===== config.mk =====
export PLATFORM = sky130hd
export DESIGN_NAME = zhpb_back
export DESIGN_NICKNAME = d
export VERILOG_FILES = /design/src/hdl/zhpb_pkg.sv /design/src/hdl/zhpb_div3.sv /design/src/hdl/zhpb_back.sv
export SDC_FILE = /design/constraint.sdc
export NUM_CORES = 2
export LEC_CHECK = 0
export BUFFER_PORTS_ARGS = -buffer_cell sky130_fd_sc_hd__clkbuf_2
export CAP_MARGIN = 25
export CORE_MARGIN = 1.5
export CORE_UTILIZATION = 25
export CTS_CLUSTER_SIZE = 28
export DETAILED_ROUTE_END_ITERATION = 8
export GPL_ROUTABILITY_DRIVEN = 0
export PLACE_DENSITY_LB_ADDON = 0.08
export REMOVE_ABC_BUFFERS = 1
export SLEW_MARGIN = 20
export SYNTH_ARGS = -nofsm -noshare
export SYNTH_HDL_FRONTEND = slang
export SYNTH_SLANG_ARGS = --single-unit

===== constraint.sdc =====
create_clock -name clock -period 13.5 [get_ports clock]
set_clock_uncertainty 0.2 [all_clocks]
set_input_delay 1.35 -clock clock [delete_from_list [all_inputs] [get_ports clock]]
set_output_delay 1.35 -clock clock [all_outputs]
set_load 0.02 [all_outputs]

===== src/hdl/zhpb_pkg.sv =====
// Shared types, constants and arithmetic helpers for the D2Q9 pressure boundary unit.
`default_nettype none

package zhpb_pkg;

   // Lattice geometry and number format.
   localparam int DIRECTIONS = 9;
   localparam int F_W        = 32;
   localparam int COORD_W    = 12;
   localparam int DIM_W      = 13;
   localparam int DIR_W      = 4;

   // Internal widths: density balance, tangential half difference,
   // divide-by-three operand and final accumulation.
   localparam int SUM_W = 36;
   localparam int T_W   = 34;
   localparam int DIV_W = 37;
   localparam int ACC_W = 38;

   // Default depth of the queue between the front and back ends.
   localparam int QUEUE_DEPTH = 2;

   localparam logic [DIM_W-1:0] LATTICE_DIM_RESET = DIM_W'(64);

   // Reciprocal of three for a 10-bit dividend, scaled by 2^11.
   localparam logic [19:0] DIV3_RECIP = 20'd683;

   localparam logic signed [ACC_W-1:0] SAT_MAX = ACC_W'((64'sd1 <<< (F_W - 1)) - 64'sd1);
   localparam logic signed [ACC_W-1:0] SAT_MIN = ~SAT_MAX;

   // Direction codes, in the order of the populations.
   localparam logic [DIR_W-1:0] DIR_REST      = 4'd0;
   localparam logic [DIR_W-1:0] DIR_EAST      = 4'd1;
   localparam logic [DIR_W-1:0] DIR_NORTH     = 4'd2;
   localparam logic [DIR_W-1:0] DIR_WEST      = 4'd3;
   localparam logic [DIR_W-1:0] DIR_SOUTH     = 4'd4;
   localparam logic [DIR_W-1:0] DIR_NORTHEAST = 4'd5;
   localparam logic [DIR_W-1:0] DIR_NORTHWEST = 4'd6;
   localparam logic [DIR_W-1:0] DIR_SOUTHWEST = 4'd7;
   localparam logic [DIR_W-1:0] DIR_SOUTHEAST = 4'd8;

   typedef enum logic [0:0] {
      CSR_LATTICE_WIDTH  = 1'b0,
      CSR_LATTICE_HEIGHT = 1'b1
   } csr_index_type;

   // How the back end treats a queued item.
   typedef enum logic [1:0] {
      MODE_PASS   = 2'd0,
      MODE_EDGE   = 2'd1,
      MODE_CORNER = 2'd2
   } mode_type;

   typedef struct packed {
      logic [COORD_W-1:0] node_x;
      logic [COORD_W-1:0] node_y;
      logic [F_W-1:0]     target_density;
      logic [F_W-1:0]     dist_rest;
      logic [F_W-1:0]     dist_east;
      logic [F_W-1:0]     dist_north;
      logic [F_W-1:0]     dist_west;
      logic [F_W-1:0]     dist_south;
      logic [F_W-1:0]     dist_northeast;
      logic [F_W-1:0]     dist_northwest;
      logic [F_W-1:0]     dist_southwest;
      logic [F_W-1:0]     dist_southeast;
   } req_type;

   typedef struct packed {
      logic [F_W-1:0] new_rest;
      logic [F_W-1:0] new_east;
      logic [F_W-1:0] new_north;
      logic [F_W-1:0] new_west;
      logic [F_W-1:0] new_south;
      logic [F_W-1:0] new_northeast;
      logic [F_W-1:0] new_northwest;
      logic [F_W-1:0] new_southwest;
      logic [F_W-1:0] new_southeast;
      logic           not_on_boundary;
   } rsp_type;

   // A classified item: operands already picked for the edge or corner rule.
   typedef struct packed {
      mode_type                       mode;
      logic                           neg;
      logic [DIR_W-1:0]               ax_tgt;
      logic [DIR_W-1:0]               a_tgt;
      logic [DIR_W-1:0]               b_tgt;
      logic [F_W-1:0]                 rho;
      logic [F_W-1:0]                 ax_src;
      logic [F_W-1:0]                 a_src;
      logic [F_W-1:0]                 b_src;
      logic [F_W-1:0]                 tan_p;
      logic [F_W-1:0]                 tan_m;
      logic [DIRECTIONS-1:0][F_W-1:0] base;
   } job_type;

   typedef struct packed {
      logic full;
      logic empty;
   } queue_status_type;

   // One radix-256 step of long division by three: returns quotient digit
   // and the new remainder.
   function automatic logic [9:0] div3_digit(input logic [1:0] rem, input logic [7:0] digit);
      logic [9:0]  v;
      logic [19:0] prod;
      logic [7:0]  q;
      logic [9:0]  q_times3;
      v        = {rem, digit};
      prod     = 20'(v) * DIV3_RECIP;
      q        = prod[18:11];
      q_times3 = 10'(q) * 10'd3;
      return {q, 2'(v - q_times3)};
   endfunction

   // Clamp an accumulated value to the signed 32-bit range.
   function automatic logic [F_W-1:0] sat_f(input logic signed [ACC_W-1:0] v);
      logic signed [ACC_W-1:0] c;
      c = v;
      if (v > SAT_MAX) begin
         c = SAT_MAX;
      end else if (v < SAT_MIN) begin
         c = SAT_MIN;
      end
      return c[F_W-1:0];
   endfunction

endpackage

`default_nettype wire


===== src/hdl/zhpb_div3.sv =====
// Two-stage pipelined floor division of a signed value by three.
`default_nettype none

module zhpb_div3
   import zhpb_pkg::*;
(
   input  logic                    clock,
   input  logic signed [DIV_W-1:0] dividend,
   output logic signed [DIV_W-1:0] quotient
);

   // The dividend is biased by three times 2^(DIV_W-1) to make it positive,
   // then divided one byte per step.
   localparam int DIGITS = (DIV_W + 1 + 7) / 8;
   localparam int U_W    = DIGITS * 8;
   localparam int SPLIT  = DIGITS / 2;
   localparam int HI_W   = (DIGITS - SPLIT) * 8;
   localparam int LO_W   = SPLIT * 8;
   localparam logic [U_W-1:0] BIAS_IN  = U_W'(3) << (DIV_W - 1);
   localparam logic [U_W-1:0] BIAS_OUT = U_W'(1) << (DIV_W - 1);

   logic [U_W-1:0]   biased;
   logic [HI_W-1:0]  q_hi_ff, q_hi_in;
   logic [1:0]       rem_ff, rem_in;
   logic [LO_W-1:0]  u_lo_ff;
   logic [LO_W-1:0]  q_lo;
   logic [U_W-1:0]   q_full;
   logic signed [DIV_W-1:0] quotient_ff, quotient_in;

   assign biased = {{(U_W - DIV_W){dividend[DIV_W-1]}}, dividend} + BIAS_IN;

   // Upper digits.
   always_comb begin
      logic [1:0] rem;
      logic [9:0] step;
      rem     = 2'd0;
      q_hi_in = '0;
      for (int k = DIGITS - 1; k >= SPLIT; k--) begin
         step                          = div3_digit(rem, biased[k*8 +: 8]);
         q_hi_in[(k - SPLIT)*8 +: 8]   = step[9:2];
         rem                           = step[1:0];
      end
      rem_in = rem;
   end

   always_ff @(posedge clock) begin
      q_hi_ff <= q_hi_in;
      rem_ff  <= rem_in;
      u_lo_ff <= biased[LO_W-1:0];
   end

   // Lower digits and removal of the bias.
   always_comb begin
      logic [1:0] rem;
      logic [9:0] step;
      rem  = rem_ff;
      q_lo = '0;
      for (int k = SPLIT - 1; k >= 0; k--) begin
         step             = div3_digit(rem, u_lo_ff[k*8 +: 8]);
         q_lo[k*8 +: 8]   = step[9:2];
         rem              = step[1:0];
      end
      q_full      = {q_hi_ff, q_lo} - BIAS_OUT;
      quotient_in = q_full[DIV_W-1:0];
   end

   always_ff @(posedge clock) begin
      quotient_ff <= quotient_in;
   end

   assign quotient = quotient_ff;

endmodule

`default_nettype wire


===== src/hdl/zhpb_back.sv =====
// Back end: density balance, rounded scaling, population rebuild and result register.
`default_nettype none

module zhpb_back
   import zhpb_pkg::*;
(
   input  logic    clock,
   input  logic    reset,
   input  logic    job_valid,
   input  job_type job,
   output logic    pop,
   output logic    rsp_valid,
   output rsp_type rsp_data
);

   typedef struct packed {
      mode_type                       mode;
      logic                           neg;
      logic [DIR_W-1:0]               ax_tgt;
      logic [DIR_W-1:0]               a_tgt;
      logic [DIR_W-1:0]               b_tgt;
      logic [F_W-1:0]                 ax_src;
      logic [F_W-1:0]                 a_src;
      logic [F_W-1:0]                 b_src;
      logic signed [T_W-1:0]          t;
      logic signed [SUM_W-1:0]        half;
      logic [DIRECTIONS-1:0][F_W-1:0] base;
   } stage_type;

   stage_type               s1_in, s1_ff, s2_ff, s3_ff;
   logic                    s1_valid_ff, s2_valid_ff, s3_valid_ff;
   logic signed [DIV_W-1:0] n23_in, n23_ff, n16_in, n16_ff;
   logic signed [DIV_W-1:0] q23, q16;
   logic signed [SUM_W-1:0] known_sum, balance, d, r;
   rsp_type                 rsp_in, rsp_ff;
   logic                    rsp_valid_ff;

   // The back end never stalls, so it takes the queue head whenever there is one.
   assign pop = job_valid;

   // Stage 1: density balance, tangential half difference and corner half.
   always_comb begin
      known_sum = SUM_W'($signed(job.ax_src)) + SUM_W'($signed(job.a_src))
                + SUM_W'($signed(job.b_src));
      balance   = SUM_W'($signed(job.tan_p)) + SUM_W'($signed(job.tan_m)) + (known_sum <<< 1);
      d         = SUM_W'($signed(job.rho)) - balance;
      r         = job.neg ? -d : d;
      // Rounded 2r/3 is floor((2r+1)/3); rounded r/6 is floor(floor((r+3)/2)/3).
      n23_in    = (DIV_W'(r) <<< 1) + DIV_W'(1);
      n16_in    = (DIV_W'(r) + DIV_W'(3)) >>> 1;

      s1_in.mode   = job.mode;
      s1_in.neg    = job.neg;
      s1_in.ax_tgt = job.ax_tgt;
      s1_in.a_tgt  = job.a_tgt;
      s1_in.b_tgt  = job.b_tgt;
      s1_in.ax_src = job.ax_src;
      s1_in.a_src  = job.a_src;
      s1_in.b_src  = job.b_src;
      s1_in.t      = (T_W'($signed(job.tan_p)) - T_W'($signed(job.tan_m)) + T_W'(1)) >>> 1;
      s1_in.half   = (d + SUM_W'(1)) >>> 1;
      s1_in.base   = job.base;
   end

   always_ff @(posedge clock) begin
      s1_ff  <= s1_in;
      n23_ff <= n23_in;
      n16_ff <= n16_in;
      s2_ff  <= s1_ff;
      s3_ff  <= s2_ff;
   end

   always_ff @(posedge clock) begin
      if (reset) begin
         s1_valid_ff  <= 1'b0;
         s2_valid_ff  <= 1'b0;
         s3_valid_ff  <= 1'b0;
         rsp_valid_ff <= 1'b0;
      end else begin
         s1_valid_ff  <= job_valid;
         s2_valid_ff  <= s1_valid_ff;
         s3_valid_ff  <= s2_valid_ff;
         rsp_valid_ff <= s3_valid_ff;
      end
   end

   // Stages 2 and 3: the two divisions by three.
   zhpb_div3 u_div23 (
      .clock    (clock),
      .dividend (n23_ff),
      .quotient (q23)
   );

   zhpb_div3 u_div16 (
      .clock    (clock),
      .dividend (n16_ff),
      .quotient (q16)
   );

   // Stage 4: rebuild the unknown populations, saturate and place them.
   always_comb begin
      logic signed [ACC_W-1:0]        d23, d16, ax_sum, a_sum, b_sum;
      logic [F_W-1:0]                 ax_new, a_new, b_new, half_new;
      logic [DIRECTIONS-1:0][F_W-1:0] out;
      d23      = s3_ff.neg ? -ACC_W'(q23) : ACC_W'(q23);
      d16      = s3_ff.neg ? -ACC_W'(q16) : ACC_W'(q16);
      ax_sum   = ACC_W'($signed(s3_ff.ax_src)) + d23;
      a_sum    = ACC_W'($signed(s3_ff.a_src)) + ACC_W'(s3_ff.t) + d16;
      b_sum    = ACC_W'($signed(s3_ff.b_src)) - ACC_W'(s3_ff.t) + d16;
      ax_new   = sat_f(ax_sum);
      a_new    = sat_f(a_sum);
      b_new    = sat_f(b_sum);
      half_new = sat_f(ACC_W'(s3_ff.half));
      out      = s3_ff.base;
      for (int i = 0; i < DIRECTIONS; i++) begin
         case (s3_ff.mode)
            MODE_EDGE: begin
               if (DIR_W'(i) == s3_ff.ax_tgt) begin
                  out[i] = ax_new;
               end else if (DIR_W'(i) == s3_ff.a_tgt) begin
                  out[i] = a_new;
               end else if (DIR_W'(i) == s3_ff.b_tgt) begin
                  out[i] = b_new;
               end
            end
            MODE_CORNER: begin
               if (DIR_W'(i) == s3_ff.a_tgt || DIR_W'(i) == s3_ff.b_tgt) begin
                  out[i] = half_new;
               end
            end
            default: ;
         endcase
      end
      rsp_in.new_rest        = out[DIR_REST];
      rsp_in.new_east        = out[DIR_EAST];
      rsp_in.new_north       = out[DIR_NORTH];
      rsp_in.new_west        = out[DIR_WEST];
      rsp_in.new_south       = out[DIR_SOUTH];
      rsp_in.new_northeast   = out[DIR_NORTHEAST];
      rsp_in.new_northwest   = out[DIR_NORTHWEST];
      rsp_in.new_southwest   = out[DIR_SOUTHWEST];
      rsp_in.new_southeast   = out[DIR_SOUTHEAST];
      rsp_in.not_on_boundary = (s3_ff.mode == MODE_PASS);
   end

   always_ff @(posedge clock) begin
      rsp_ff <= rsp_in;
   end

   assign rsp_valid = rsp_valid_ff;
   assign rsp_data  = rsp_ff;

endmodule

`default_nettype wire


After elaboration in Yosys (flattened, before gate mapping)
Index checks and enable logic that the tools add are counted.
- register bits: 1919
- latch bits: 0
- memory bits (writable): 0
- memory bits (read-only): 0
- input port bits: 498
- word-level logic and storage cells: 232
- memories: 0
- add/subtract/negate cells: 30
- multiply operators: 18
- div/mod/pow operators: 0
- $lt $le $gt $ge: 8
- equal/unequal tests: 26
- shift operators: 0
- muxes and demuxes: 56
- bitwise operators: 0
- reduce and logical (&&, ||, !) cells: 13
- operators with widths (operator ; number):
    32-bit 2-to-1 mux ; 44
    32-bit one-hot mux with 2 select lines ; 9
    10-bit by 10-bit multiplier with 19-bit output, second input constant ; 8
    38-bit by 32-bit > comparator with 1-bit output, second input constant ; 3
    38-bit by 32-bit less-than comparator with 1-bit output, second input constant ; 3
    34-bit by 38-bit adder with 38-bit output ; 2
    38-bit 2-to-1 mux ; 2
    37-bit negator with 38-bit output ; 2
    37-bit subtractor, second input constant ; 2
    32-bit by 32-bit adder with 33-bit output ; 2
    3-bit by 4-bit equality test with 1-bit output, first input constant ; 12
    8-bit by 2-bit multiplier with 2-bit output, second input constant ; 6
    36-bit by 39-bit adder with 40-bit output, second input constant ; 1
    37-bit by 39-bit adder with 40-bit output, second input constant ; 1
    32-bit by 38-bit adder with 38-bit output ; 1
    36-bit by 3-bit adder with 37-bit output, second input constant ; 1
    37-bit by 2-bit adder with 37-bit output, second input constant ; 1
    33-bit by 35-bit adder with 36-bit output ; 1
    36-bit by 2-bit adder with 36-bit output, second input constant ; 1
    8-bit by 10-bit multiplier with 18-bit output, second input constant ; 2
    36-bit 2-to-1 mux ; 1
    36-bit negator ; 1
    32-bit by 36-bit subtractor with 36-bit output ; 1
    35-bit by 32-bit > comparator with 1-bit output, second input constant ; 1
    16 further kinds ; 43

Longest topological paths before layout
- depth in word-level cells: 10
- mapped depth: 55
- mapped depth without buffers: 54

Hierarchy
From an unflattened synthesis, not the netlist that was laid out.
- cells, all modules: 9199
- area, all modules: 90003.8 um^2
- modules (own cells, without submodules) (module ; times used ; cells each ; area each (um^2) ; seq. area each (um^2)):
    zhpb_back ; 1 ; 7506 ; 72122.9 ; 35353.9
    zhpb_div3 at u_div23 ; 1 ; 857 ; 8994.9 ; 1521.5
    zhpb_div3 at u_div16 ; 1 ; 836 ; 8886.0 ; 1521.5

Worst setup path before layout
No wires, ideal clock.
- kind: reg-to-reg
- start: reg n23_ff[35]
- end: reg u_div23.q_hi_ff[7]
- setup time: 72 ps
- data arrival time: 11845 ps
- data required time: 13228 ps
- setup slack: 1383 ps
- cell stages (with the launch flop): 50
- path buffers: 0
- clock period less this slack: 12117 ps
- cell sequence: dfxtp_1 > ha_1 > ha_1 > ha_1 > ha_1 > ha_1 > and3_1 > a31o_2 > a21o_1 > a21o_1 > a21o_1 > a21o_1 > a21o_1 > a21o_1 > xor2_1 > ha_1 > inv_1 > ha_1 > [... 14 more ...] > xnor2_1 > xor2_1 > xor2_1 > inv_1 > ha_1 > ha_1 > inv_1 > fa_1 > inv_1 > fa_1 > ha_1 > ha_1 > a21oi_1 > o21ai_0 > o41a_1 > a21o_1 > a21oi_1 > xnor2_1
- longest elaborated chain between the ends: 8
- ends and longest elaborated chain (item ; line ; RTL):
    from (decl) ; zhpb_back.sv:32 ; logic signed [DIV_W-1:0] n23_in, n23_ff, n16_in, n16_ff;
    from (signal assigned) ; zhpb_back.sv:67 ; n23_ff <= n23_in;
    37-bit by 39-bit adder with 40-bit output ; zhpb_div3.sv:30 ; assign biased = {{(U_W - DIV_W){dividend[DIV_W-1]}}, dividend} + BIAS_IN;
    8-bit by 10-bit multiplier with 18-bit output ; zhpb_pkg.sv:111 ; prod = 20'(v) * DIV3_RECIP;
    via u_div23.q_hi_in[16] ; zhpb_div3.sv:23 ; logic [HI_W-1:0] q_hi_ff, q_hi_in;
    7-bit by 2-bit multiplier with 2-bit output ; zhpb_pkg.sv:113 ; q_times3 = 10'(q) * 10'd3;
    2-bit subtractor ; zhpb_pkg.sv:114 ; return {q, 2'(v - q_times3)};
    10-bit by 10-bit multiplier with 19-bit output ; zhpb_pkg.sv:111 ;
    via u_div23.q_hi_in[8] ; zhpb_div3.sv:23 ;
    8-bit by 2-bit multiplier with 2-bit output ; zhpb_pkg.sv:113 ;
    2-bit subtractor ; zhpb_pkg.sv:114 ;
    10-bit by 10-bit multiplier with 19-bit output ; zhpb_pkg.sv:111 ;
    via u_div23.q_hi_in[7] ; zhpb_div3.sv:23 ;
    to (signal assigned) ; zhpb_div3.sv:47 ; q_hi_ff <= q_hi_in;
    to (decl) ; zhpb_div3.sv:23 ;
The timed path passes the listed nets, and every way through them passes these cells.
A chain may end at the register's enable or synchronous reset.

Worst setup path after layout
- start: reg n16_ff[35] (netlist name)
- end: reg u_div16.rem_ff[1]
- longest elaborated chain between the ends: 10
- ends and longest elaborated chain (item ; line ; RTL):
    36-bit by 39-bit adder with 40-bit output ; zhpb_div3.sv:30 ;
    8-bit by 10-bit multiplier with 18-bit output ; zhpb_pkg.sv:111 ;
    via u_div16.q_hi_in[16] ; zhpb_div3.sv:23 ;
    7-bit by 2-bit multiplier with 2-bit output ; zhpb_pkg.sv:113 ;
    2-bit subtractor ; zhpb_pkg.sv:114 ;
    10-bit by 10-bit multiplier with 19-bit output ; zhpb_pkg.sv:111 ;
    via u_div16.q_hi_in[8] ; zhpb_div3.sv:23 ;
    8-bit by 2-bit multiplier with 2-bit output ; zhpb_pkg.sv:113 ;
    2-bit subtractor ; zhpb_pkg.sv:114 ;
    10-bit by 10-bit multiplier with 19-bit output ; zhpb_pkg.sv:111 ;
    via u_div16.q_hi_in[0] ; zhpb_div3.sv:23 ;
    8-bit by 2-bit multiplier with 2-bit output ; zhpb_pkg.sv:113 ;
    2-bit subtractor ; zhpb_pkg.sv:114 ;
    via u_div16.rem_in[1] ; zhpb_div3.sv:24 ; logic [1:0] rem_ff, rem_in;
    to (signal assigned) ; zhpb_div3.sv:48 ; rem_ff <= rem_in;
    to (decl) ; zhpb_div3.sv:24 ;
The timed path passes the listed nets, and every way through them passes these cells.

==> impl_results.md <==
- Max Transition Viols Final: 0
- Post-synthesis register bit count: 1917
- Max incr delay on CP: 0.56 ns
- Global-route wire length before repair: 580000 µm
- Starting DRT DRC Count: 6459
- CP endpoint kind: register
- Fin Setup TNS: 0 ns
- CTS tree: yes
- DRC viols: 0
- Top cell by count, worst path: ha_1
- Hold_sp: s2_ff[311]
- Worst path arrival time: 13.31 ns
- Post-Synthesis Cell Area: 0.0889 mm²
- Drt wl/cell: 28.7 µm
- Post-CTS Repair Setup Buffers: 0
- Most used DFF post-synth: dfxtp_1
- Final setup vio count: 0
- Hold Path End: s3_ff[311]
- Period utilization: 94.0%
- Site Rows: 218
- Via count: 73100
- Worst r2r src: n16_ff[35]
- Worst endpoint required time: 14.12 ns
- Max Fclk: 78.8 MHz
- Clock period minus worst slack: 12.69 ns
- Worst-path clk slew: 0.07 ns
- Die H: 599 µm
- Total number of H-tree levels: 4
- Nets: 11500
- Antenna viol nets, final: 0
- Largest net degree at the start of global routing: 164
- R2r setup slk: 0.81 ns
- DP HPWL: 330000 µm
- Root buf cell: clkbuf_16
- Die width: 599 µm
- Pre-antenna DRT Iters: 6
- Status: finished, final reports clean
- Area grow syn2layout: 20.9%
- Critical Path Slowest Stage Cell: fa_1
- Reg2reg path depth: 51
- Most frequent cells in the layout: dfxtp_1 (1916), o21ai_0 (828), clkbuf_2 (788)
- Worst Path Max Fanout: 8
- Crit Path Category: register to register
- Global route overflow: 0
- Die area: 0.359 mm²
- Average cell area after synthesis: 9.80 µm²
- Bufs on Longest Clock Path: 4
- Ratio of cells with drive above 1 in the final layout: 15.6%
- Sequential share of the synthesized area: 43.1%
- I/O Pins: 789
- Cell count after synthesis: 9073
- Worst-margin pin slew: 1.26 ns
- IO buf count: 788
- EDFF count, synth: 0
- CTS Buf Count: 222
- Initial Util: 25.2%
- Unrepaired setup endpoints after global routing: no
- Max cap viols: 0
- Number of global-route vias before repair: 72400
- Most common cell after layout, fill and taps aside: dfxtp_1
- Reg2reg end: u_div16.rem_ff[1]
- Global Route Usage Sum: 22.9%
- Avg Vias per Cell: 4.93
- WHS Path Cells: 0
- Ys async rst share: 0%
- Max_slew headroom: 15.9%
- Post-Route WL: 426000 µm
- Startpoint Class: register
- Yosys cell types: 102
- Skew-Pair Late Insertion Delay: 0.97 ns
- Worst hold-check path type: register to register
- Final hold vios: 0
- # fillers: 36500
- Clock Sinks: 1917
- Core area: 0.353 mm²
- Synthesis Warnings: 0
- Initial antenna violation count: 71
## worst max-delay path, delay by kind of cell (launching register included)
kind	cells	cell delay (ns)
fa+ha+maj	22	7.30
xor+xnor	9	1.81
compound gates	9	1.71
buf+inv	6	0.56
flops	1	0.53
simple gates	5	0.53
## layout make-up
| cell class | instances | area [µm²] | area share, % |
|---|---|---|---|
| multi-input cells | 6038 | 47100 | 43.8 |
| inverters | 732 | 2760 | 2.56 |
| diodes | 14 | 35.0 | 0.0326 |
| well taps | 4730 | 5920 | 5.50 |
| clock inverters | 119 | 1650 | 1.53 |
| repair buffers | 982 | 5530 | 5.14 |
| clock buffers | 288 | 6210 | 5.77 |
| flip-flops and latches | 1917 | 38400 | 35.7 |
## layer usage
metal  part of all wire [%]  global-route usage (%)  routed length, µm  vias to the layer above
met1                     43                    30.0             184000                    35500
met3                    6.1                    3.11              26100                      844
met2                     45                    37.0             192000                     3259
met5                  0.018                       0                 78                        -
met4                    5.5                    11.2              23400                       14
li1                       -                       -                  -                    33400
## state kept, by name, summed over array words and instances (netlist names)
signal,count
n16_ff,36
n23_ff,36
rsp_data,289
rsp_valid,1
s1_ff,467
s1_valid_ff,1
s2_ff,467
s2_valid_ff,1
s3_ff,467
s3_valid_ff,1
u_div16.q_hi_ff,21
u_div16.quotient,37
u_div16.rem_ff,2
u_div16.u_lo_ff,16
u_div23.q_hi_ff,21
u_div23.quotient,37
u_div23.rem_ff,2
u_div23.u_lo_ff,15
## metrics by stage
step | hold WS [ns] | worst slack, ns | std cells | area (µm²) | utilization [%]
after floorplan | 0.110 | 1.38 | 8687 | 87400 | -
after CTS | 0.0551 | 0.524 | 14800 | 107000 | 30.4
after global placement | 0.110 | 0.638 | 14400 | 99400 | 28.1
final | 0.0347 | 0.812 | 14800 | 108000 | 30.4
after global routing | 0.0526 | 0.0380 | 14800 | 108000 | 30.4
after detailed placement | 0.112 | 0.533 | 14400 | 99600 | 28.2
## timing repair
action                                  in CTS  in global routing
hold buffers                                 0                  0
endpoints found under the setup margin       0                  1
resized for setup                            0                  2
hold endpoints to repair                     0                  0
## synthesized netlist by cell type, types with 61 or more instances
cell type	instances	area, µm²
ha_1	788	9860
clkbuf_1	336	1260
nor2_1	523	1960
nand3_1	143	716
xnor2_1	342	3000
nor2b_1	70	438
dfxtp_1	1917	38400
o31ai_1	142	1070
nor3_1	293	1470
xor2_1	119	1040
a22oi_1	236	1770
nand2b_1	61	382
nand2_1	580	2180
a21o_1	148	1110
fa_1	354	7090
a211oi_1	244	1830
o21ai_0	837	4190
a21oi_1	320	1600
inv_1	731	2740
## cells by family (layout without fill, tap and decap cells)
family                     after synthesis  in the layout  synth area share [%]
other                                    0             14                     0
AOI/OAI and AO/OA                     2462           2462                  18.0
xor gates and xnor gates               464            464                  4.61
adders and majority gates             1142           1142                  19.1
and+or+nand+nor                       1959           1959                  10.3
muxes                                   11             11                 0.129
DFF                                   1917           1917                  43.1
buffers and inverters                 1118           2121                  4.77
## worst max-delay path by stage
stage | start | cells after the start | endpoint | slack [ns]
2_1_floorplan | n23_ff[35] | 49 | u_div23.q_hi_ff[7] | 1.38
3_3_place_gp | n16_ff[35] | 48 | u_div16.rem_ff[1] | 0.64
3_5_place_dp | n16_ff[35] | 48 | u_div16.rem_ff[1] | 0.53
4_1_cts | n16_ff[35] | 48 | u_div16.rem_ff[1] | 0.52
5_1_grt | n16_ff[35] | 51 | u_div16.rem_ff[1] | 0.04
6_report | n16_ff[35] | 51 | u_div16.rem_ff[1] | 0.81
Power is not shown: default switching activity piles up to over one toggle a cycle in this logic, so the estimate is an artifact.
