===== src/hdl/zhpb_pkg.sv =====
// Shared types, constants and arithmetic helpers for the D2Q9 pressure boundary unit.
`default_nettype none

package zhpb_pkg;

   // Lattice geometry and number format.
   localparam int DIRECTIONS = 9;
   localparam int F_W        = 32;
   localparam int COORD_W    = 12;
   localparam int DIM_W      = 13;
   localparam int DIR_W      = 4;

   // Internal widths: density balance, tangential half difference,
   // divide-by-three operand and final accumulation.
   localparam int SUM_W = 36;
   localparam int T_W   = 34;
   localparam int DIV_W = 37;
   localparam int ACC_W = 38;

   // Default depth of the queue between the front and back ends.
   localparam int QUEUE_DEPTH = 2;

   localparam logic [DIM_W-1:0] LATTICE_DIM_RESET = DIM_W'(64);

   // Reciprocal of three for a 10-bit dividend, scaled by 2^11.
   localparam logic [19:0] DIV3_RECIP = 20'd683;

   localparam logic signed [ACC_W-1:0] SAT_MAX = ACC_W'((64'sd1 <<< (F_W - 1)) - 64'sd1);
   localparam logic signed [ACC_W-1:0] SAT_MIN = ~SAT_MAX;

   // Direction codes, in the order of the populations.
   localparam logic [DIR_W-1:0] DIR_REST      = 4'd0;
   localparam logic [DIR_W-1:0] DIR_EAST      = 4'd1;
   localparam logic [DIR_W-1:0] DIR_NORTH     = 4'd2;
   localparam logic [DIR_W-1:0] DIR_WEST      = 4'd3;
   localparam logic [DIR_W-1:0] DIR_SOUTH     = 4'd4;
   localparam logic [DIR_W-1:0] DIR_NORTHEAST = 4'd5;
   localparam logic [DIR_W-1:0] DIR_NORTHWEST = 4'd6;
   localparam logic [DIR_W-1:0] DIR_SOUTHWEST = 4'd7;
   localparam logic [DIR_W-1:0] DIR_SOUTHEAST = 4'd8;

   typedef enum logic [0:0] {
      CSR_LATTICE_WIDTH  = 1'b0,
      CSR_LATTICE_HEIGHT = 1'b1
   } csr_index_type;

   // How the back end treats a queued item.
   typedef enum logic [1:0] {
      MODE_PASS   = 2'd0,
      MODE_EDGE   = 2'd1,
      MODE_CORNER = 2'd2
   } mode_type;

   typedef struct packed {
      logic [COORD_W-1:0] node_x;
      logic [COORD_W-1:0] node_y;
      logic [F_W-1:0]     target_density;
      logic [F_W-1:0]     dist_rest;
      logic [F_W-1:0]     dist_east;
      logic [F_W-1:0]     dist_north;
      logic [F_W-1:0]     dist_west;
      logic [F_W-1:0]     dist_south;
      logic [F_W-1:0]     dist_northeast;
      logic [F_W-1:0]     dist_northwest;
      logic [F_W-1:0]     dist_southwest;
      logic [F_W-1:0]     dist_southeast;
   } req_type;

   typedef struct packed {
      logic [F_W-1:0] new_rest;
      logic [F_W-1:0] new_east;
      logic [F_W-1:0] new_north;
      logic [F_W-1:0] new_west;
      logic [F_W-1:0] new_south;
      logic [F_W-1:0] new_northeast;
      logic [F_W-1:0] new_northwest;
      logic [F_W-1:0] new_southwest;
      logic [F_W-1:0] new_southeast;
      logic           not_on_boundary;
   } rsp_type;

   // A classified item: operands already picked for the edge or corner rule.
   typedef struct packed {
      mode_type                       mode;
      logic                           neg;
      logic [DIR_W-1:0]               ax_tgt;
      logic [DIR_W-1:0]               a_tgt;
      logic [DIR_W-1:0]               b_tgt;
      logic [F_W-1:0]                 rho;
      logic [F_W-1:0]                 ax_src;
      logic [F_W-1:0]                 a_src;
      logic [F_W-1:0]                 b_src;
      logic [F_W-1:0]                 tan_p;
      logic [F_W-1:0]                 tan_m;
      logic [DIRECTIONS-1:0][F_W-1:0] base;
   } job_type;

   typedef struct packed {
      logic full;
      logic empty;
   } queue_status_type;

   // One radix-256 step of long division by three: returns quotient digit
   // and the new remainder.
   function automatic logic [9:0] div3_digit(input logic [1:0] rem, input logic [7:0] digit);
      logic [9:0]  v;
      logic [19:0] prod;
      logic [7:0]  q;
      logic [9:0]  q_times3;
      v        = {rem, digit};
      prod     = 20'(v) * DIV3_RECIP;
      q        = prod[18:11];
      q_times3 = 10'(q) * 10'd3;
      return {q, 2'(v - q_times3)};
   endfunction

   // Clamp an accumulated value to the signed 32-bit range.
   function automatic logic [F_W-1:0] sat_f(input logic signed [ACC_W-1:0] v);
      logic signed [ACC_W-1:0] c;
      c = v;
      if (v > SAT_MAX) begin
         c = SAT_MAX;
      end else if (v < SAT_MIN) begin
         c = SAT_MIN;
      end
      return c[F_W-1:0];
   endfunction

endpackage

`default_nettype wire


===== src/hdl/zhpb_front.sv =====
// Front end: lattice size registers, item acceptance and node classification.
`default_nettype none

module zhpb_front
   import zhpb_pkg::*;
(
   input  logic             clock,
   input  logic             reset,
   input  logic             start,
   output logic             busy,
   input  req_type          req_data,
   input  logic             csr_valid,
   output logic             csr_ready,
   input  csr_index_type    csr_index,
   input  logic [DIM_W-1:0] csr_data,
   input  queue_status_type queue_status,
   output logic             push,
   output job_type          job
);

   logic [DIM_W-1:0]               width_ff, width_in;
   logic [DIM_W-1:0]               height_ff, height_in;
   logic [DIM_W-1:0]               x_next, y_next;
   logic                           at_left, at_right, at_low, at_high;
   logic [DIRECTIONS-1:0][F_W-1:0] f;

   assign csr_ready = 1'b1;
   assign busy      = queue_status.full;
   assign push      = start && !queue_status.full;

   // Configuration register writes.
   always_comb begin
      width_in  = width_ff;
      height_in = height_ff;
      if (csr_valid) begin
         case (csr_index)
            CSR_LATTICE_WIDTH:  width_in  = csr_data;
            CSR_LATTICE_HEIGHT: height_in = csr_data;
            default: ;
         endcase
      end
   end

   always_ff @(posedge clock) begin
      if (reset) begin
         width_ff  <= LATTICE_DIM_RESET;
         height_ff <= LATTICE_DIM_RESET;
      end else begin
         width_ff  <= width_in;
         height_ff <= height_in;
      end
   end

   // Edge detection; a far edge matches when position plus one equals the size,
   // so a size of zero never matches.
   assign x_next   = DIM_W'(req_data.node_x) + DIM_W'(1);
   assign y_next   = DIM_W'(req_data.node_y) + DIM_W'(1);
   assign at_left  = (req_data.node_x == '0);
   assign at_low   = (req_data.node_y == '0);
   assign at_right = (x_next == width_ff);
   assign at_high  = (y_next == height_ff);

   always_comb begin
      f[DIR_REST]      = req_data.dist_rest;
      f[DIR_EAST]      = req_data.dist_east;
      f[DIR_NORTH]     = req_data.dist_north;
      f[DIR_WEST]      = req_data.dist_west;
      f[DIR_SOUTH]     = req_data.dist_south;
      f[DIR_NORTHEAST] = req_data.dist_northeast;
      f[DIR_NORTHWEST] = req_data.dist_northwest;
      f[DIR_SOUTHWEST] = req_data.dist_southwest;
      f[DIR_SOUTHEAST] = req_data.dist_southeast;
   end

   // Classify the node and pick operands. Corners apply their bounce-back
   // copies here and leave the two buried diagonals to the back end.
   always_comb begin
      job.mode   = MODE_PASS;
      job.neg    = 1'b0;
      job.ax_tgt = DIR_REST;
      job.a_tgt  = DIR_REST;
      job.b_tgt  = DIR_REST;
      job.rho    = req_data.target_density;
      job.ax_src = '0;
      job.a_src  = '0;
      job.b_src  = '0;
      job.tan_p  = '0;
      job.tan_m  = '0;
      job.base   = f;
      if (at_left && at_low) begin
         job.mode                  = MODE_CORNER;
         job.base[DIR_EAST]        = f[DIR_WEST];
         job.base[DIR_NORTH]       = f[DIR_SOUTH];
         job.base[DIR_NORTHEAST]   = f[DIR_SOUTHWEST];
         job.ax_src                = f[DIR_WEST];
         job.a_src                 = f[DIR_SOUTH];
         job.b_src                 = f[DIR_SOUTHWEST];
         job.a_tgt                 = DIR_NORTHWEST;
         job.b_tgt                 = DIR_SOUTHEAST;
      end else if (at_left && at_high) begin
         job.mode                  = MODE_CORNER;
         job.base[DIR_SOUTH]       = f[DIR_NORTH];
         job.base[DIR_EAST]        = f[DIR_WEST];
         job.base[DIR_SOUTHEAST]   = f[DIR_NORTHWEST];
         job.ax_src                = f[DIR_NORTH];
         job.a_src                 = f[DIR_WEST];
         job.b_src                 = f[DIR_NORTHWEST];
         job.a_tgt                 = DIR_NORTHEAST;
         job.b_tgt                 = DIR_SOUTHWEST;
      end else if (at_right && at_low) begin
         job.mode                  = MODE_CORNER;
         job.base[DIR_WEST]        = f[DIR_EAST];
         job.base[DIR_NORTH]       = f[DIR_SOUTH];
         job.base[DIR_NORTHWEST]   = f[DIR_SOUTHEAST];
         job.ax_src                = f[DIR_EAST];
         job.a_src                 = f[DIR_SOUTH];
         job.b_src                 = f[DIR_SOUTHEAST];
         job.a_tgt                 = DIR_NORTHEAST;
         job.b_tgt                 = DIR_SOUTHWEST;
      end else if (at_right && at_high) begin
         job.mode                  = MODE_CORNER;
         job.base[DIR_WEST]        = f[DIR_EAST];
         job.base[DIR_SOUTH]       = f[DIR_NORTH];
         job.base[DIR_SOUTHWEST]   = f[DIR_NORTHEAST];
         job.ax_src                = f[DIR_EAST];
         job.a_src                 = f[DIR_NORTH];
         job.b_src                 = f[DIR_NORTHEAST];
         job.a_tgt                 = DIR_NORTHWEST;
         job.b_tgt                 = DIR_SOUTHEAST;
      end else if (at_left) begin
         job.mode   = MODE_EDGE;
         job.tan_p  = f[DIR_SOUTH];
         job.tan_m  = f[DIR_NORTH];
         job.ax_src = f[DIR_WEST];
         job.ax_tgt = DIR_EAST;
         job.a_src  = f[DIR_SOUTHWEST];
         job.a_tgt  = DIR_NORTHEAST;
         job.b_src  = f[DIR_NORTHWEST];
         job.b_tgt  = DIR_SOUTHEAST;
      end else if (at_right) begin
         job.mode   = MODE_EDGE;
         job.neg    = 1'b1;
         job.tan_p  = f[DIR_SOUTH];
         job.tan_m  = f[DIR_NORTH];
         job.ax_src = f[DIR_EAST];
         job.ax_tgt = DIR_WEST;
         job.a_src  = f[DIR_SOUTHEAST];
         job.a_tgt  = DIR_NORTHWEST;
         job.b_src  = f[DIR_NORTHEAST];
         job.b_tgt  = DIR_SOUTHWEST;
      end else if (at_low) begin
         job.mode   = MODE_EDGE;
         job.tan_p  = f[DIR_EAST];
         job.tan_m  = f[DIR_WEST];
         job.ax_src = f[DIR_SOUTH];
         job.ax_tgt = DIR_NORTH;
         job.a_src  = f[DIR_SOUTHEAST];
         job.a_tgt  = DIR_NORTHWEST;
         job.b_src  = f[DIR_SOUTHWEST];
         job.b_tgt  = DIR_NORTHEAST;
      end else if (at_high) begin
         job.mode   = MODE_EDGE;
         job.neg    = 1'b1;
         job.tan_p  = f[DIR_EAST];
         job.tan_m  = f[DIR_WEST];
         job.ax_src = f[DIR_NORTH];
         job.ax_tgt = DIR_SOUTH;
         job.a_src  = f[DIR_NORTHEAST];
         job.a_tgt  = DIR_SOUTHWEST;
         job.b_src  = f[DIR_NORTHWEST];
         job.b_tgt  = DIR_SOUTHEAST;
      end
   end

endmodule

`default_nettype wire


===== config.mk =====
export PLATFORM = sky130hd
export DESIGN_NAME = zhpb_front
export DESIGN_NICKNAME = d
export VERILOG_FILES = /design/src/hdl/zhpb_pkg.sv /design/src/hdl/zhpb_front.sv
export SDC_FILE = /design/constraint.sdc
export NUM_CORES = 1
export LEC_CHECK = 0
export BUFFER_PORTS_ARGS = -buffer_cell sky130_fd_sc_hd__clkbuf_2
export CORE_AREA = 5 5 330 332
export CTS_BUF_LIST = sky130_fd_sc_hd__clkbuf_4
export DETAILED_ROUTE_END_ITERATION = 6
export DIE_AREA = 0 0 335 337
export HOLD_SLACK_MARGIN = 0.03
export MAX_ROUTING_LAYER = met4
export PLACE_DENSITY_LB_ADDON = 0.15
export RECOVER_POWER = 25
export SETUP_SLACK_MARGIN = 0.15
export SYNTH_ARGS = -nofsm -noshare
export SYNTH_HDL_FRONTEND = slang
export SYNTH_SLANG_ARGS = --single-unit

===== constraint.sdc =====
create_clock -name clock -period 4.05 [get_ports clock]
set_input_delay 0.405 -clock clock [delete_from_list [all_inputs] [get_ports clock]]
set_output_delay 0.405 -clock clock [all_outputs]
set_load 0.02 [all_outputs]

[After elaboration in Yosys (flattened, before gate mapping)]
Index checks and enable logic that the tools add are counted.
Storage, ports and cells
  bits of input ports: 364
  output and inout port bits: 498
  logic and storage cells: 64
  ROM bits: 0
  RAM bits: 0
  memories: 0
  flip-flop bits (word level): 26
  bits in latches: 0
Operators by class
  bitwise logic cells: 1
  shift operators: 0
  add/subtract/negate cells: 2
  multiply operators: 0
  magnitude comparators: 0
  reductions and logical operators: 10
  equality and inequality tests: 2
  multiplexer cells: 47
  divide/modulo/power cells: 0
Operator list (number)
  $mux 160: 5
  $mux 64: 8
  $mux 96: 4
  $mux 32: 10
  $mux 8: 4
  $add 12x1->13 const B: 2
  $eq 13x13->1: 2
  $logic_not 12->1: 2
  $mux 12: 2
  $mux 5: 4
  $mux 15: 1
  $mux 14: 1
  $mux 2: 5
  $logic_and 1x1->1: 5
  $reduce_and 2->1: 2
  $mux 1: 3
  $logic_not 1->1: 1
  $not 1->1: 1

[Depth between registers and ports, before layout]
Gate-level depths: netlist of the first run.
  depth after elaboration: 10
  depth in mapped cells: 14
  mapped depth without buffers: 11

[Worst setup path after synthesis of the first run]
OpenSTA, ideal clock, no wires.
  path type: input-to-output
  from: in req_data[320] (netlist name)
  to: out job[434] (netlist name)
  buffers on the path: 3
  data required time: 3645 ps
  slack: 656 ps
  data arrival time: 2989 ps
  cell stages on the path: 12
  path through: inv_1 > ha_1 > xor2_1 > a211oi_1 > nand4_1 > or4b_4 > nor3_2 > buf_4 > buf_2 > buf_4 > a22oi_1 > o21ai_0
RTL lines
  start, declared: line zhpb_front.sv:11  | input req_type req_data,
  end, declared: line zhpb_front.sv:18  | output job_type job

==> impl_metrics.py, run 1 <==
metrics = {
    "placement": {
        "port_buffers": 729,
        "place_ws_ns": -0.06297,
        "routabilityCongestion": 0.7944,
        "dpl.cell_count": 3701,
        "hpwl_um": 86710,
        "placed_area_um2": 16730,
    },
    "cts": {
        "clockBufferDepth": 2,
        "clock-sinks": 26,
        "cts-buffers-inserted": 3,
        "clock-root-buffer": "clkbuf_4",
        "htreeDepth": 1,
        "clkTransAtPathRegs_ns": 0.14,
        "clk_latency_ns": 0.32,
        "cts_tree": "done",
        "cts-hold-fix-buffers": 0,
    },
    "power_and_ir_drop": {
        "power.density_nw_per_um2": 77.01,
        "p_leak_nw": 9.363,
        "power_frac_clock": 0.078,
        "pwr-share-comb": 0.741,
        "p_sw_mw": 0.8183,
        "swShare": 0.5287,
        "seqPwrFrac": 0.181,
        "irDropWorstVdd_mv": 0.07993,
        "p_int_mw": 0.7295,
    },
    "grt": {
        "antenna_found_initial": 13,
        "grt_pass1_wl_um": 139800,
        "grtUsageTotal": 0.1785,
        "grt_pass1_vias": 16244,
        "grt_overflow": 0,
        "grt_max_degree": 66,
    },
    "synth": {
        "synth_edf_count": 0,
        "postSynthCellCount": 1652,
        "ys_warn_count": 0,
        "post_synth_num_cell_types": 76,
        "synth_area_um2": 10850,
        "ys_seq_elements": 26,
        "synth_compound_area_frac": 0.3897,
        "syn_avg_cell_area_um2": 6.567,
        "synth-xor-area-share": 0.02260,
        "seq_area_frac_synth": 0.04798,
        "synth-simple-area-share": 0.2025,
        "synth_top_family_by_area": "compound AO/OA/AOI/OAI gates",
        "synth_mux_area_frac": 0.2027,
        "async_flop_share": 0,
        "ys.flop_type": "dfxtp_1",
        "synth_fa_ha_area_frac": 0.004613,
    },
    "sta": {
        "final_max_slew_viol_count": 0,
        "fin_ws_ns": 0.09386,
        "setup_viol": 0,
        "slew_headroom": 0.4123,
        "fin_tns_setup_ns": 0,
        "min_period_ns": 3.956,
        "finClkSkew_ns": 0,
        "rsz0062_at_grt": "true",
        "fmax_mhz": 252.8,
        "hold_viol": 0,
        "worstMarginPinSlew_ns": 0.8816,
        "period_share": 0.9768,
    },
    "finish": {
        "areaGrowthSynthToFinish_pct": 85.25,
        "design_area_um2": 20100,
        "instances_no_fill": 3801,
        "final_cell_mix": "558 x clkbuf_2, 326 x nand2_1, 163 x a21oi_1",
        "layout_commonest_cell": "clkbuf_2",
        "fin_util": 0.1896,
        "finalNetCount": 2757,
        "drive_gt1_frac": 0.5519,
    },
    "setup_path": {
        "slowest_delay_ns": 0.56,
        "crit_path_max_fanout": 7,
        "critPathCapture": "job[437]",
        "crit_start": "height_ff[5]",
        "arrival_ns": 3.55,
        "start_kind": "register",
        "cp-end-kind": "output pin",
        "path_cells": "xor2_2 > mux2_4 > o32ai_4 > or4b_4 > or2_4 > buf_6 > a21boi_4 > buf_12 > buf_6 > a22o_1 > buf_4 > a2bb2oi_2 > buf_6",
        "cp.required_ns": 3.64,
        "r2r-end": "height_ff[3]",
        "slowest_stage": "or4b_4",
        "r2r_slack_ns": 3.29,
        "cpMostUsedCell": "buf_6",
        "rr_worst_depth": 2,
        "r2r_start": "height_ff[3]",
        "crit_type": "reg2out",
    },
    "floorplanning": {
        "boundaryPins": 862,
        "coreArea_um2": 106000,
        "dieWidth_um": 335,
        "rows": 120,
        "die_y_um": 337,
        "initial_core_util": 0.1023,
        "die-area_um2": 112900,
    },
    "drt": {
        "ant_nets": 0,
        "firstDrtPassIters": 7,
        "drc": 0,
        "viasPerCell": 4.357,
        "num_vias": 16560,
        "drt_iter0_drc": 1319,
        "routed_wl_um": 109400,
        "drt-wirelength-per-cell_um": 28.79,
    },
    "run": {
        "drv_cap": 0,
    },
    "hold_path": {
        "hold_class": "in2reg",
    },
    "outcome": {
        "status": "finished clean",
    },
}
==> power groups by stage <==
stage / clock network (mW) / registers, mW / logic, mW
after floorplan: 0 / 0.281 / 0.532
after global placement: 0 / 0.287 / 1.04
after detailed placement: 0 / 0.287 / 1.04
final: 0.120 / 0.281 / 1.15
after CTS: 0.125 / 0.282 / 1.09
after global routing: 0.142 / 0.283 / 1.22
==> layer usage <==
| layer | global-route usage | vias up | wire [um] |
|---|---|---|---|
| met1 | 0.2123 | 8250 | 45180 |
| met5 | - | - | 0 |
| met4 | 0.02375 | 0 | 1844 |
| met3 | 0.02391 | 88 | 5807 |
| li1 | - | 7587 | - |
| met2 | 0.3287 | 635 | 56600 |
==> cell usage after synthesis, drive strengths merged, types with 9 or more instances <==
library cell,number,area (um2)
a2bb2oi,9,78.83
o22ai,32,200.2
a221o,11,110.1
a211oi,12,102.6
nor3,13,81.33
buf,148,950.9
a221oi,26,227.7
clkbuf,82,307.8
mux2,190,2140
a22o,69,604.3
nor2,51,206.5
a211o,10,87.58
a31oi,12,75.07
a22oi,46,345.3
xor2,11,96.34
nand3,16,80.08
o21ai,95,475.5
xnor2,17,148.9
inv,38,142.6
nand2,373,1403
nand4,13,81.33
a222oi,30,300.3
o22a,27,236.5
dfxtp,26,520.5
a21oi,185,933.4
==> logic make-up (layout without fill, tap and decap cells) <==
| kind of cell | count (synthesis) | in the layout |
|---|---|---|
| other | 2 | 13 |
| flip-flops | 26 | 26 |
| adder cells (fa/ha/maj) | 4 | 4 |
| multiplexers | 196 | 196 |
| AND/OR/NAND/NOR | 515 | 516 |
| XOR/XNOR | 28 | 28 |
| AO/OA/AOI/OAI | 613 | 613 |
| buffers and inverters | 268 | 1002 |
==> how the worst min path moves through the flow <==
stage                   from       endpoint  cells after the start
6_report         csr_data[1]   height_ff[1]                      3
5_1_grt          csr_data[4]   height_ff[4]                      3
4_1_cts          csr_data[1]   height_ff[1]                      3
3_5_place_dp   height_ff[11]  height_ff[11]                      2
3_3_place_gp   height_ff[11]  height_ff[11]                      2
2_1_floorplan  height_ff[12]  height_ff[12]                      2
==> repair_timing <==
action | 4_1_cts | 5_1_grt
pin swaps | 57 | 91
resized for setup | 311 | 406
endpoints found under the setup margin | 322 | 312
setup buffers | 32 | 34
cloned | 8 | 12
==> flip-flops by register name (all words and copies together), names as in the netlist <==
name	cells
height_ff	13
width_ff	13
==> worst max-delay path, delay by kind of cell (launching register included) <==
family | cells | cell delay (ns)
compound gates | 4 | 0.72
xor+xnor | 1 | 0.19
buf+inv | 5 | 0.69
flops | 1 | 0.37
mux | 1 | 0.33
simple gates | 2 | 0.90
==> area by class of cell <==
class | instances | area [um2]
Clock buffer | 3 | 22.52
Tap cell | 1403 | 1755
Clock inverter | 1 | 3.754
Inverter | 38 | 142.6
Fill cell | 12213 | 85900
Timing Repair Buffer | 960 | 7525
Antenna cell | 10 | 25.02
Multi-Input combinational cell | 1360 | 10100
Sequential cell | 26 | 521.8
==> stage by stage <==
| stage | total power, mW | hold slack (ns) |
|---|---|---|
| global placement | 1.329 | 0.4604 |
| finish | 1.548 | 0.3122 |
| global route | 1.643 | 0.2942 |
| CTS | 1.500 | 0.3011 |
| detailed placement | 1.328 | 0.4614 |
| floorplan | 0.8130 | 0.4481 |
(Power assumes the default switching activity.)
==> run 2: changes to the inputs <==
Settings changed: SETUP_SLACK_MARGIN 0.15 to 0.3.
==> run 2 against run 1 <==
Effect of this change: via count grew 3.3%; non-clock buffer count grew 80; largest power group unchanged; sequential share of layout area shrank 0.36 points; highest routed layer unchanged.
==> impl_metrics.py, run 2 (synthesized netlist as in run 1, its figures left out) <==
metrics = {
    "outcome": {
        "status": "finished clean",
    },
    "floorplanning": {
        "boundaryPins": 862,
        "initial_core_util": 0.1023,
        "rows": 120,
        "coreArea_um2": 106000,
        "die_y_um": 337,
        "dieWidth_um": 335,
        "die-area_um2": 112900,
    },
    "cts": {
        "cts_tree": "done",
        "clkTransAtPathRegs_ns": 0.14,
        "htreeDepth": 1,
        "clk_latency_ns": 0.32,
        "clockBufferDepth": 2,
        "clock-sinks": 26,
        "clock-root-buffer": "clkbuf_4",
        "cts-buffers-inserted": 3,
    },
    "run": {
        "drv_cap": 0,
    },
    "drt": {
        "drc": 0,
        "firstDrtPassIters": 5,
        "ant_nets": 0,
        "num_vias": 17112,
        "drt_iter0_drc": 1254,
        "routed_wl_um": 113500,
        "drt-wirelength-per-cell_um": 29.23,
        "viasPerCell": 4.409,
    },
    "setup_path": {
        "crit_type": "reg2out",
        "rr_worst_depth": 2,
        "crit_path_max_fanout": 7,
        "critPathCapture": "job[319]",
        "arrival_ns": 3.51,
        "cp.required_ns": 3.64,
        "r2r-end": "height_ff[3]",
        "cp-end-kind": "output pin",
        "crit_start": "height_ff[5]",
        "r2r_slack_ns": 3.29,
        "r2r_start": "height_ff[3]",
        "start_kind": "register",
    },
    "sta": {
        "period_share": 0.9678,
        "fmax_mhz": 255.1,
        "hold_viol": 0,
        "slew_headroom": 0.3817,
        "fin_ws_ns": 0.1304,
        "finClkSkew_ns": 0,
        "fin_tns_setup_ns": 0,
        "worstMarginPinSlew_ns": 0.9275,
        "min_period_ns": 3.920,
        "rsz0062_at_grt": "true",
        "final_max_slew_viol_count": 0,
        "setup_viol": 0,
        "hold_ws_ns": 0.3178,
    },
    "finish": {
        "drive_gt1_frac": 0.5921,
        "layout_commonest_cell": "clkbuf_2",
        "instances_no_fill": 3881,
        "final_cell_mix": "418 x clkbuf_2, 292 x nand2_1, 159 x buf_6",
        "n_fill_cell": 11910,
        "top_regs": "height_ff (13), width_ff (13)",
        "finalNetCount": 2838,
        "areaGrowthSynthToFinish_pct": 114.7,
    },
    "grt": {
        "grt_max_degree": 60,
        "grt_pass1_vias": 16954,
        "grt_overflow": 0,
        "grtUsageTotal": 0.1884,
        "grt_pass1_wl_um": 146900,
        "antenna_found_initial": 13,
    },
    "placement": {
        "place_ws_ns": -0.06297,
        "port_buffers": 729,
        "routabilityCongestion": 0.7944,
        "hpwl_um": 86710,
        "dpl.cell_count": 3701,
    },
    "hold_path": {
        "hold_class": "in2reg",
    },
    "power_and_ir_drop": {
        "irDropWorstVdd_mv": 0.07878,
        "power.density_nw_per_um2": 71.48,
        "p_leak_nw": 10.66,
    },
}
## run 2: where the power goes
part / total [mW] / switching, mW / internal [mW]
sequential: 0.281 / 0.0126 / 0.268
clock: 0.121 / 0.0849 / 0.0362
combinational: 1.26 / 0.755 / 0.507
## run 2: metrics by stage
stage	area, um2	power, mW	util
6_report	23290	1.665	0.2197
5_1_grt	23280	1.758	0.2196
4_1_cts	21380	1.599	0.2017
3_5_place_dp	16730	1.328	0.1578
3_3_place_gp	16730	1.329	0.1578
2_1_floorplan	10850	0.8130	-
## run 2: worst max-delay path, stage by stage (launching register included)
cell and delay [ns]:
dfxtp_2 0.36, xor2_2 0.19, mux2_4 0.33, o32ai_4 0.20, or4b_4 0.56, or2_4 0.34
buf_6 0.16, nand2_8 0.06, buf_12 0.11, nor2_4 0.06, buf_12 0.16, buf_12 0.13
buf_16 0.13, a22o_1 0.24, buf_6 0.13
## run 2: per-layer routing
layer / vias to the layer above / global-route usage / wire length (um)
li1: 7764 / - / -
met1: 8574 / 0.2276 / 46970
met2: 669 / 0.3421 / 58050
met3: 105 / 0.02282 / 5996
met4: 0 / 0.02973 / 2435
met5: - / - / 0
## run 2: worst min-delay path by stage
stage / start / to / slack, ns / depth (start not counted)
after floorplan: height_ff[12] / height_ff[12] / 0.45 / 2
after global placement: height_ff[11] / height_ff[11] / 0.46 / 2
after detailed placement: height_ff[11] / height_ff[11] / 0.46 / 2
after CTS: csr_data[1] / height_ff[1] / 0.30 / 3
after global routing: csr_data[4] / height_ff[4] / 0.29 / 3
final: csr_data[4] / height_ff[4] / 0.32 / 3
## run 2: what timing repair did
item                                    4_1_cts  5_1_grt
endpoints found under the setup margin      328      355
endpoints found under the hold margin         0        0
gates resized for setup                     776      553
hold buffers                                  0        0
setup buffers                               101       29
gates cloned                                 26       11
pin swaps                                   131      143
## run 2: final cells by class
class,count,area (um2),area share
well taps,1403,1755,0.07538
clock inverters,1,3.754,0.0001612
repair buffers,1040,9970,0.4281
clock buffers,3,22.52,0.0009671
multi-input cells,1361,10850,0.4658
diodes,9,22.52,0.0009671
inverters,38,145.1,0.006232
flip-flops and latches,26,521.8,0.02240
